===== src/loas_latm_frame_packer_macros.svh =====
// Assertion macros for the LOAS/LATM frame packer.
// Included by the top level; expects signals named clk and rst in scope.
`ifndef LOAS_LATM_FRAME_PACKER_MACROS_SVH
`define LOAS_LATM_FRAME_PACKER_MACROS_SVH

// Implication checked at every clock edge outside reset.
`define LLFP_ASSERT_IMPL(label, ante, cons, msg) \
  label: assert property (@(posedge clk) disable iff (rst) (ante) |-> (cons)) \
    else $error(msg);

// A condition that must never be seen outside reset.
`define LLFP_ASSERT_NEVER(label, cond, msg) \
  `LLFP_ASSERT_IMPL(label, 1'b1, !(cond), msg)

`endif


===== src/llfp_pkg.sv =====
// Shared types and constants of the LOAS/LATM frame packer.
// Used by llfp_bit_packer and loas_latm_frame_packer; depends on nothing.
package llfp_pkg;

  localparam int unsigned MAX_PACKET_BYTES = 8191;

  // Configuration register indexes.
  localparam logic [1:0] CFG_MUX_INTERVAL = 2'd0;
  localparam logic [1:0] CFG_AUDIO_BITS   = 2'd1;
  localparam logic [1:0] CFG_AUDIO_COUNT  = 2'd2;

  localparam logic [15:0] MUX_INTERVAL_RESET = 16'd20;

  // Frame constants; bit chunks are left aligned in a byte.
  localparam logic [7:0] SYNC_BYTE    = 8'h56;
  localparam logic [7:0] LEN_HI_BASE  = 8'he0;
  localparam logic [7:0] MUX_HDR_HI   = 8'h40;  // top 7 of the 15-bit 0x2000
  localparam logic [7:0] MUX_HDR_LO   = 8'h00;  // low 8 of the 15-bit 0x2000
  localparam logic [7:0] MUX_TAIL_HI  = 8'h1f;  // 3 zero bits, 5 of the 0xff
  localparam logic [7:0] MUX_TAIL_LO  = 8'he0;  // last 3 of the 0xff, 2 zeros
  localparam logic [7:0] ESC_BYTE     = 8'hff;
  localparam logic [7:0] ADTS_SYNC    = 8'hff;
  localparam logic [3:0] ADTS_NIBBLE  = 4'hf;

  // One chunk of up to eight bits for the bit packer.
  typedef struct packed {
    logic       en;
    logic       clr;
    logic [7:0] data;   // left aligned, unused low bits zero
    logic [3:0] count;  // 1 to 8
  } llfp_pk_cmd_t;

  typedef struct packed {
    logic [7:0] res;    // residue bits, left aligned, zero padded
    logic [2:0] rc;     // residue bit count
    logic       emit;   // the current chunk completes a byte
    logic [7:0] obyte;  // that byte
  } llfp_pk_stat_t;

endpackage


===== src/llfp_bit_packer.sv =====
// Shared bit packer: merges a chunk of up to eight bits into the residue.
// Depends on llfp_pkg for the command and status structs.
module llfp_bit_packer
  import llfp_pkg::*;
(
  input  logic          clk,
  input  logic          rst,
  input  llfp_pk_cmd_t  cmd,
  output llfp_pk_stat_t stat
);

  logic [7:0]  res;
  logic [2:0]  rc;
  logic [15:0] window;
  logic [3:0]  total;

  always_comb begin
    window     = {res, 8'h00} | ({cmd.data, 8'h00} >> rc);
    total      = {1'b0, rc} + cmd.count;
    stat.res   = res;
    stat.rc    = rc;
    stat.emit  = total[3];
    stat.obyte = window[15:8];
  end

  // When a byte completes, the bits below it become the new residue.
  always_ff @(posedge clk) begin
    if (rst) begin
      res <= '0;
      rc  <= '0;
    end else if (cmd.clr) begin
      res <= '0;
      rc  <= '0;
    end else if (cmd.en) begin
      res <= total[3] ? window[7:0] : window[15:8];
      rc  <= total[2:0];
    end
  end

endmodule


===== src/loas_latm_frame_packer.sv =====
// LOAS/LATM frame packer: a first byte is held, a middle payload byte is packed in S_BYTE,
// a frame header runs through prepare, align, three sync bytes and its bit chunks, and a
// mux counter wrap adds a serial remainder. The shared bit packer takes one chunk per cycle
// when the output is free. New bytes wait until the last is packed; output is registered.
// Reset is synchronous, active high: sequencer, counters and output valid clear, and the
// configuration registers return to interval 20 and an empty AudioSpecificConfig.
`include "loas_latm_frame_packer_macros.svh"

module loas_latm_frame_packer
  import llfp_pkg::*;
(
  input  logic        clk,
  input  logic        rst,
  input  logic        s_tvalid,
  output logic        s_tready,
  input  logic [23:0] s_tdata,    // [7:0] data_byte, [20:8] packet_length, [23:21] zero
  output logic        m_tvalid,
  input  logic        m_tready,
  output logic [7:0]  m_tdata,    // [7:0] out_byte
  output logic        m_tlast,    // frame_end
  output logic        m_tuser,    // status: 1 marks an ADTS rejection beat
  input  logic        cfg_valid,
  output logic        cfg_ready,
  input  logic [1:0]  cfg_index,
  input  logic [63:0] cfg_data
);

  // The sequencer walks the frame one chunk at a time. Each chunk state feeds
  // the shared bit packer and waits while the output register is occupied.
  typedef enum logic [19:0] {
    S_IDLE   = 20'h00001,
    S_REJECT = 20'h00002,
    S_PREP   = 20'h00004,
    S_ALIGN  = 20'h00008,
    S_SYNC0  = 20'h00010,
    S_SYNC1  = 20'h00020,
    S_SYNC2  = 20'h00040,
    S_USE    = 20'h00080,
    S_M15A   = 20'h00100,
    S_M15B   = 20'h00200,
    S_CFG    = 20'h00400,
    S_TAIL8  = 20'h00800,
    S_TAIL5  = 20'h01000,
    S_ESC    = 20'h02000,
    S_REM    = 20'h04000,
    S_HELD   = 20'h08000,
    S_BYTE   = 20'h10000,
    S_FLUSH  = 20'h20000,
    S_MODI   = 20'h40000,
    S_MOD    = 20'h80000
  } state_t;

  state_t state, state_next;

  // Configuration registers.
  logic [15:0] mux_interval;
  logic [63:0] acfg_bits;
  logic [6:0]  acfg_count;

  // Packet state.
  logic [15:0] mux_counter;
  logic [12:0] pos;
  logic [7:0]  held;
  logic        drop_pkt;

  // Item and header working registers.
  logic [7:0]  b_r;
  logic [12:0] len_r;
  logic        last_r;
  logic        hdr_r;
  logic        with_held;
  logic        mux0;
  logic [5:0]  q_r;
  logic [7:0]  rem_r;
  logic [5:0]  esc;
  logic [12:0] flen_r;
  logic [63:0] sh;
  logic [6:0]  pad;
  logic [6:0]  k;

  // Counter wrap: serial restoring remainder.
  logic [16:0] modx;
  logic [15:0] remr;
  logic [4:0]  mi;

  // Output register.
  logic       out_valid;
  logic [7:0] out_byte;
  logic       out_last;
  logic       out_user;
  logic       load_out;
  logic [7:0] out_byte_next;
  logic       out_last_next;
  logic       out_user_next;
  logic       out_free;

  llfp_pk_cmd_t  pk_cmd;
  llfp_pk_stat_t pk_stat;

  // Combinational helpers.
  logic        s_acc;
  logic [7:0]  b_in;
  logic [12:0] len_in;
  logic [12:0] len_clamp;
  logic        last_in;
  logic        reject_in;
  logic [6:0]  n_sat;
  logic [13:0] qsum;
  logic [5:0]  q_calc;
  logic [13:0] rem_calc;
  logic [6:0]  q1;
  logic [17:0] bits_calc;
  logic [17:0] flen_sum;
  logic [15:0] mod_m;
  logic [16:0] mod_m17;
  logic [16:0] mod_x;
  logic [16:0] trial;
  logic [16:0] trial_res;
  logic        chunk;
  logic        chunk_last;
  state_t      chunk_next;
  logic [3:0]  cfg_chunk;

  assign s_tready  = (state == S_IDLE);
  assign cfg_ready = 1'b1;
  assign s_acc     = s_tvalid && s_tready;
  assign out_free  = !out_valid || m_tready;

  assign m_tvalid = out_valid;
  assign m_tdata  = out_byte;
  assign m_tlast  = out_last;
  assign m_tuser  = out_user;

  llfp_bit_packer u_packer (
    .clk  (clk),
    .rst  (rst),
    .cmd  (pk_cmd),
    .stat (pk_stat)
  );

  always_comb begin
    b_in   = s_tdata[7:0];
    len_in = s_tdata[20:8];
    if (len_in == 13'd0) begin
      len_clamp = 13'd1;
    end else if (len_in > 13'(MAX_PACKET_BYTES)) begin
      len_clamp = 13'(MAX_PACKET_BYTES);
    end else begin
      len_clamp = len_in;
    end
    last_in   = ({1'b0, pos} + 14'd1) >= {1'b0, len_clamp};
    // An ADTS sync at the head of a packet longer than two bytes is refused.
    reject_in = (len_clamp > 13'd2) && (held == ADTS_SYNC) && (b_in[7:4] == ADTS_NIBBLE);
    n_sat     = (acfg_count > 7'd64) ? 7'd64 : acfg_count;

    // Length divided by 255 through the reciprocal identity, exact below 65535.
    qsum     = {1'b0, len_r} + {9'b0, len_r[12:8]} + 14'd1;
    q_calc   = qsum[13:8];
    rem_calc = {1'b0, len_r} - {q_calc, 8'h00} + {8'b0, q_calc};

    // Frame length in bytes of the bit stream that follows the three header bytes.
    q1        = {1'b0, q_r} + 7'd1;
    bits_calc = 18'd1 + {8'b0, q1, 3'b000} + {2'b0, len_r, 3'b000}
              + (mux0 ? (18'd28 + {11'b0, n_sat}) : 18'd0);
    flen_sum  = bits_calc + 18'd7;

    mod_m     = (mux_interval == 16'd0) ? 16'd1 : mux_interval;
    mod_m17   = {1'b0, mod_m};
    mod_x     = {1'b0, mux_counter} + 17'd1;
    trial     = {remr, modx[mi]};
    trial_res = (trial >= mod_m17) ? (trial - mod_m17) : trial;
    cfg_chunk = (k >= 7'd8) ? 4'd8 : k[3:0];
  end

  // Sequencer and chunk selection.
  always_comb begin
    state_next    = state;
    pk_cmd        = '0;
    load_out      = 1'b0;
    out_byte_next = 8'h00;
    out_last_next = 1'b0;
    out_user_next = 1'b0;
    chunk         = 1'b0;
    chunk_last    = 1'b0;
    chunk_next    = state;

    case (state)
      S_IDLE: begin
        if (s_acc) begin
          if (drop_pkt) begin
            state_next = S_IDLE;
          end else if (pos == 13'd0) begin
            state_next = last_in ? S_PREP : S_IDLE;
          end else if (pos == 13'd1) begin
            state_next = reject_in ? S_REJECT : S_PREP;
          end else begin
            state_next = S_BYTE;
          end
        end
      end
      S_REJECT: begin
        if (out_free) begin
          load_out      = 1'b1;
          out_user_next = 1'b1;
          state_next    = S_IDLE;
        end
      end
      S_PREP: begin
        pk_cmd.clr = 1'b1;
        state_next = S_ALIGN;
      end
      S_ALIGN: begin
        if (pad == 7'd0) begin
          state_next = S_SYNC0;
        end
      end
      S_SYNC0: begin
        if (out_free) begin
          load_out      = 1'b1;
          out_byte_next = SYNC_BYTE;
          state_next    = S_SYNC1;
        end
      end
      S_SYNC1: begin
        if (out_free) begin
          load_out      = 1'b1;
          out_byte_next = LEN_HI_BASE | {3'b000, flen_r[12:8]};
          state_next    = S_SYNC2;
        end
      end
      S_SYNC2: begin
        if (out_free) begin
          load_out      = 1'b1;
          out_byte_next = flen_r[7:0];
          state_next    = S_USE;
        end
      end
      S_USE: begin
        chunk        = 1'b1;
        pk_cmd.data  = {!mux0, 7'b0000000};
        pk_cmd.count = 4'd1;
        chunk_next   = mux0 ? S_M15A : ((esc != 6'd0) ? S_ESC : S_REM);
      end
      S_M15A: begin
        chunk        = 1'b1;
        pk_cmd.data  = MUX_HDR_HI;
        pk_cmd.count = 4'd7;
        chunk_next   = S_M15B;
      end
      S_M15B: begin
        chunk        = 1'b1;
        pk_cmd.data  = MUX_HDR_LO;
        pk_cmd.count = 4'd8;
        chunk_next   = (k != 7'd0) ? S_CFG : S_TAIL8;
      end
      S_CFG: begin
        chunk        = 1'b1;
        pk_cmd.data  = sh[63:56];
        pk_cmd.count = cfg_chunk;
        chunk_next   = (k == {3'b000, cfg_chunk}) ? S_TAIL8 : S_CFG;
      end
      S_TAIL8: begin
        chunk        = 1'b1;
        pk_cmd.data  = MUX_TAIL_HI;
        pk_cmd.count = 4'd8;
        chunk_next   = S_TAIL5;
      end
      S_TAIL5: begin
        chunk        = 1'b1;
        pk_cmd.data  = MUX_TAIL_LO;
        pk_cmd.count = 4'd5;
        chunk_next   = (esc != 6'd0) ? S_ESC : S_REM;
      end
      S_ESC: begin
        chunk        = 1'b1;
        pk_cmd.data  = ESC_BYTE;
        pk_cmd.count = 4'd8;
        chunk_next   = (esc == 6'd1) ? S_REM : S_ESC;
      end
      S_REM: begin
        chunk        = 1'b1;
        pk_cmd.data  = rem_r;
        pk_cmd.count = 4'd8;
        chunk_next   = with_held ? S_HELD : S_BYTE;
      end
      S_HELD: begin
        chunk        = 1'b1;
        pk_cmd.data  = held;
        pk_cmd.count = 4'd8;
        chunk_next   = S_BYTE;
      end
      S_BYTE: begin
        chunk        = 1'b1;
        pk_cmd.data  = b_r;
        pk_cmd.count = 4'd8;
        chunk_last   = last_r && (pk_stat.rc == 3'd0);
        if (last_r && (pk_stat.rc != 3'd0)) begin
          chunk_next = S_FLUSH;
        end else begin
          chunk_next = hdr_r ? S_MODI : S_IDLE;
        end
      end
      S_FLUSH: begin
        if (out_free) begin
          load_out      = 1'b1;
          out_byte_next = pk_stat.res;
          out_last_next = 1'b1;
          pk_cmd.clr    = 1'b1;
          state_next    = hdr_r ? S_MODI : S_IDLE;
        end
      end
      S_MODI: begin
        state_next = (mod_x < mod_m17) ? S_IDLE : S_MOD;
      end
      S_MOD: begin
        if (mi == 5'd0) begin
          state_next = S_IDLE;
        end
      end
      default: begin
        state_next = S_IDLE;
      end
    endcase

    if (chunk && out_free) begin
      pk_cmd.en     = 1'b1;
      state_next    = chunk_next;
      load_out      = pk_stat.emit;
      out_byte_next = pk_stat.obyte;
      out_last_next = chunk_last;
    end
  end

  // Configuration writes; an index beyond the list is ignored.
  always_ff @(posedge clk) begin
    if (rst) begin
      mux_interval <= MUX_INTERVAL_RESET;
      acfg_bits    <= '0;
      acfg_count   <= '0;
    end else if (cfg_valid && cfg_ready) begin
      case (cfg_index)
        CFG_MUX_INTERVAL: mux_interval <= cfg_data[15:0];
        CFG_AUDIO_BITS:   acfg_bits    <= cfg_data;
        CFG_AUDIO_COUNT:  acfg_count   <= cfg_data[6:0];
        default: begin
        end
      endcase
    end
  end

  // Packet control state.
  always_ff @(posedge clk) begin
    if (rst) begin
      state       <= S_IDLE;
      mux_counter <= '0;
      pos         <= '0;
      held        <= '0;
      drop_pkt    <= 1'b0;
      last_r      <= 1'b0;
      hdr_r       <= 1'b0;
      with_held   <= 1'b0;
      mux0        <= 1'b0;
      esc         <= '0;
      pad         <= '0;
      k           <= '0;
      mi          <= '0;
    end else begin
      state <= state_next;
      if (s_acc) begin
        last_r    <= last_in;
        pos       <= last_in ? 13'd0 : (pos + 13'd1);
        hdr_r     <= !drop_pkt && (((pos == 13'd0) && last_in) ||
                                   ((pos == 13'd1) && !reject_in));
        with_held <= (pos == 13'd1);
        if (last_in) begin
          drop_pkt <= 1'b0;
        end else if (!drop_pkt && (pos == 13'd1) && reject_in) begin
          drop_pkt <= 1'b1;
        end
        if (!drop_pkt && (pos == 13'd0)) begin
          held <= b_in;
        end
      end
      if (state == S_PREP) begin
        mux0 <= (mux_counter == 16'd0);
        esc  <= q_calc;
        pad  <= 7'd64 - n_sat;
        k    <= n_sat;
      end
      if ((state == S_ALIGN) && (pad != 7'd0)) begin
        pad <= (pad >= 7'd8) ? (pad - 7'd8) : 7'd0;
      end
      if ((state == S_CFG) && out_free) begin
        k <= k - {3'b000, cfg_chunk};
      end
      if ((state == S_ESC) && out_free) begin
        esc <= esc - 6'd1;
      end
      if (state == S_MODI) begin
        if (mod_x < mod_m17) begin
          mux_counter <= mod_x[15:0];
        end
        mi <= 5'd16;
      end
      if (state == S_MOD) begin
        if (mi == 5'd0) begin
          mux_counter <= trial_res[15:0];
        end else begin
          mi <= mi - 5'd1;
        end
      end
    end
  end

  // Datapath registers without reset.
  always_ff @(posedge clk) begin
    if (s_acc) begin
      b_r   <= b_in;
      len_r <= len_clamp;
    end
    if (state == S_PREP) begin
      q_r   <= q_calc;
      rem_r <= rem_calc[7:0];
      sh    <= acfg_bits;
    end
    if ((state == S_ALIGN) && (pad != 7'd0)) begin
      // Left align the AudioSpecificConfig bits, a byte at a time, then the rest.
      sh <= (pad >= 7'd8) ? (sh << 8) : (sh << pad[2:0]);
    end
    if ((state == S_SYNC0) && out_free) begin
      flen_r <= flen_sum[15:3];
    end
    if ((state == S_CFG) && out_free) begin
      sh <= sh << 8;
    end
    if (state == S_MODI) begin
      modx <= mod_x;
      remr <= '0;
    end
    if (state == S_MOD) begin
      remr <= trial_res[15:0];
    end
  end

  // Output register: a new beat loads while the previous one is taken.
  always_ff @(posedge clk) begin
    if (rst) begin
      out_valid <= 1'b0;
    end else if (load_out) begin
      out_valid <= 1'b1;
    end else if (m_tready) begin
      out_valid <= 1'b0;
    end
  end

  always_ff @(posedge clk) begin
    if (load_out) begin
      out_byte <= out_byte_next;
      out_last <= out_last_next;
      out_user <= out_user_next;
    end
  end

  `LLFP_ASSERT_IMPL(a_drop_pos, drop_pkt, pos >= 13'd2, "packet drop below position two")
  `LLFP_ASSERT_IMPL(a_flush_rc, state == S_FLUSH, pk_stat.rc != 3'd0, "flush with no residue")
  `LLFP_ASSERT_IMPL(a_reject_beat, m_tvalid && m_tuser, !m_tlast && (m_tdata == 8'h00), "bad reject beat")
  `LLFP_ASSERT_NEVER(a_esc_count, (state == S_ESC) && (esc == 6'd0), "escape state with none left")

endmodule

===== config.mk =====
export PLATFORM = sky130hd
export DESIGN_NAME = loas_latm_frame_packer
export DESIGN_NICKNAME = d
export VERILOG_FILES = /design/src/llfp_pkg.sv /design/src/llfp_bit_packer.sv /design/src/loas_latm_frame_packer.sv
export VERILOG_INCLUDE_DIRS = /design/src /design/src/src
export SDC_FILE = /design/constraint.sdc
export NUM_CORES = 1
export LEC_CHECK = 0
export BUFFER_PORTS_ARGS = -buffer_cell sky130_fd_sc_hd__buf_2
export CORE_ASPECT_RATIO = 1.2
export CORE_MARGIN = 4
export CORE_UTILIZATION = 60
export DETAILED_ROUTE_END_ITERATION = 7
export PLACE_DENSITY = 0.9
export SLEW_MARGIN = 0
export SYNTH_ARGS = -nofsm -noshare
export SYNTH_HDL_FRONTEND = slang
export SYNTH_SLANG_ARGS = --single-unit

===== constraint.sdc =====
create_clock -name clk -period 10.7 [get_ports clk]
set_input_delay 2.14 -clock clk [delete_from_list [all_inputs] [get_ports clk]]
set_output_delay 2.14 -clock clk [all_outputs]
set_load 0.02 [all_outputs]

==> impl_metrics.env <==
export IMPL_finalWirelength_um=58700
export IMPL_synth_edff_count=147
export IMPL_ys_flop_type="dfxtp_1"
export IMPL_startpoint_type="flip-flop"
export IMPL_slew_violations=0
export IMPL_yosysTopAreaCellShare=0.2072
export IMPL_period_needed_ns=4.820
export IMPL_power_switching_w=0.0009707
export IMPL_rows=75
export IMPL_yosysUniqueCellTypes=87
export IMPL_seqPwrFrac=0.454
export IMPL_p_total_w=0.003319
export IMPL_fmax_ghz=0.2075
export IMPL_whs_ns=0.4492
export IMPL_syn2layout_area_growth_pct=8.116
export IMPL_syn_area_per_cell_um2=8.966
export IMPL_antenna_found_initial=1
export IMPL_p_leak_nw=8.540
export IMPL_regArea_um2=8307
export IMPL_hold_viol=0
export IMPL_fin_nets=2559
export IMPL_ys_seq_area_frac=0.3895
export IMPL_status="completed"
export IMPL_cts_tree="done"
export IMPL_grt_max_degree=117
export IMPL_required_ns=8.56
export IMPL_clk_pin_slew_ns=0.06
export IMPL_die_area_um2=38600
export IMPL_synth_area_um2=21300
export IMPL_pre_cts_slack_ns=5.486
export IMPL_synthCells=2376
export IMPL_hp_class="reg2reg"
export IMPL_antennaDiodeCount=0
export IMPL_drive_above_1_share=0.1199
export IMPL_tightest_slew_ns=1.304
export IMPL_switching_share=0.2925
export IMPL_grt_usage=0.2925
export IMPL_die_x_um=180.0
export IMPL_cts_buffer_depth=3
export IMPL_grt_pass1_wl_um=94770
export IMPL_vias=18895
export IMPL_coreArea_um2=35000
export IMPL_clock_root_buffer="clkbuf_16"
export IMPL_port_buffers=103
export IMPL_cts_sinks=341
export IMPL_synth_common_cells="334 x a21oi_1, 278 x nand2_1, 230 x nor2_1"
export IMPL_cts_resized=0
export IMPL_period_share=0.4504
export IMPL_pin_count=108
export IMPL_cts_htree_levels=2
export IMPL_dr_pass1_iters=6
export IMPL_synth_most_common_cell="a21oi_1"
export IMPL_avgRoutedWirePerCell_um=20.55
export IMPL_power_internal_w=0.002348
export IMPL_grt_pass1_vias=18326
export IMPL_dp_hpwl_um=41430
export IMPL_yosys_top_cells_area="edfxtp_1 21%, dfxtp_1 18%, a21oi_1 7.8%"
export IMPL_gp_congestion=0.9765
export IMPL_worst_ep_arrival_time_ns=2.68
export IMPL_maxSlewHeadroom=0.1266
export IMPL_rsz0062_at_grt="no"
export IMPL_vdd_ir_drop_max_uv=110.7
export IMPL_p_comb_frac=0.179
export IMPL_maxCapViolCount=0
export IMPL_final_antenna_net_count=0
export IMPL_clkLatencyLatePin_ns=0.54
export IMPL_critPathKind="reg2out"
export IMPL_synth_top_cell_by_area="edfxtp_1"
export IMPL_drt_iter0_markers=2214
export IMPL_grt_overflow=0
export IMPL_drcViolationCount=0
export IMPL_fillers=2632
export IMPL_setup_viol=0
export IMPL_ys_ff_latch=341
export IMPL_layout_setup_ws_ns=5.880
export IMPL_postCtsSetupBuffers=0
export IMPL_synthArstFlopShare=0
export IMPL_end_kind="output port"
export IMPL_multi_input_area_um2=12050
export IMPL_cts_buffers_inserted=36
export IMPL_clockPowerShare=0.367
export IMPL_die_h_um=214.4
export IMPL_setup_tns_ns=0
export IMPL_path_max_fanout=8
export IMPL_finClkSkew_ns=0.02355
export IMPL_via_per_inst=6.616
export IMPL_postCtsHoldBufs=0
export IMPL_start_util=0.6087
export IMPL_powerDensity_nw_per_um2=144.1
export IMPL_yosys_warnings=0
[state kept, by name, indices dropped and copies added, names as in the netlist, 16 cells and up]
name and count:
state 20, mux_counter 16, sh 64, mux_interval 16
modx 17, acfg_bits 64, remr 16
[power groups by stage]
stage	sequential, W	combinational [W]	clock (W)
floorplan	0.00150	0.000436	0
global placement	0.00153	0.000554	0
detailed placement	0.00153	0.000577	0
CTS	0.00150	0.000583	0.00123
global route	0.00151	0.000654	0.00128
finish	0.00151	0.000594	0.00122
[through the flow]
step           area, um2  cells  utilization
2_1_floorplan      21310   2377            -
3_3_place_gp       21900   2791       0.6257
3_5_place_dp       21900   2791       0.6257
4_1_cts            23030   2856       0.6581
5_1_grt            23030   2856       0.6581
6_report           23030   2856       0.6581
[placed cells by master, fill, tap and decap left out, drive strengths merged, types with 8 or more instances in the layout]
master     n
a21oi    334
nand2    278
nor2     231
dfxtp    194
edfxtp   147
buf      121
mux2i     98
ha        89
inv       84
o21ai     79
mux4      59
clkbuf    54
nand3     53
nor3      53
nand4     45
xor2      41
nor4      40
xnor2     37
a211oi    23
nor2b     22
nand2b    19
and3      18
o21a      17
o22ai     14
a31oi     14
a21o      13
nor3b     13
or3       12
nand3b    10
or4       10
clkinv    10
o211ai     9
a22oi      9
a2111oi    9
mux2       8
fa         8
[routing by layer]
| layer | track usage | part of all wire | vias up |
|---|---|---|---|
| li1 | - | - | 8697 |
| met1 | 0.3671 | 0.38 | 8917 |
| met2 | 0.4977 | 0.49 | 1050 |
| met3 | 0.04479 | 0.082 | 229 |
| met4 | 0.1387 | 0.054 | 2 |
| met5 | 0 | 0.00012 | - |
[cells by family (layout without fill, tap and decap cells)]
| logic type | count (synthesis) | in the layout | share of synthesized area |
|---|---|---|---|
| multiplexers | 165 | 165 | 0.1126 |
| flip-flops | 341 | 341 | 0.3895 |
| AND/OR/NAND/NOR | 831 | 831 | 0.1858 |
| buffers and inverters | 253 | 270 | 0.04681 |
| other | 2 | 3 | 0.0003525 |
| XOR/XNOR | 78 | 78 | 0.03207 |
| AO/OA/AOI/OAI | 609 | 609 | 0.1731 |
| adder cells (fa/ha/maj) | 97 | 97 | 0.05979 |
[cell type report]
class | count | share of cell area
clock buffer | 54 | 0.04465
inverter | 84 | 0.01369
multi-input combinational | 1783 | 0.5231
timing repair buffer | 121 | 0.02836
clock inverter | 11 | 0.004454
sequential | 341 | 0.3606
tap | 462 | 0.02510
[worst paths after layout]
path | start | to | slack (ns) | cells past startpoint
setup / recovery | state[5] | s_tready | 5.88 | 5
hold / removal | acfg_bits[4] | sh[4] | 0.45 | 2
setup reg to reg | mi[0] | remr[8] | 6.21 | 13
hold reg to reg | acfg_bits[4] | sh[4] | 0.45 | 2
[worst max-delay path, cell delays in order (launching register included)]
cell      delay (ns)
dfxtp_1         0.40
or4_4           0.59
nor4_2          0.53
nand4b_1        0.32
inv_1           0.14
buf_2           0.17
(Power assumes the default switching activity.)
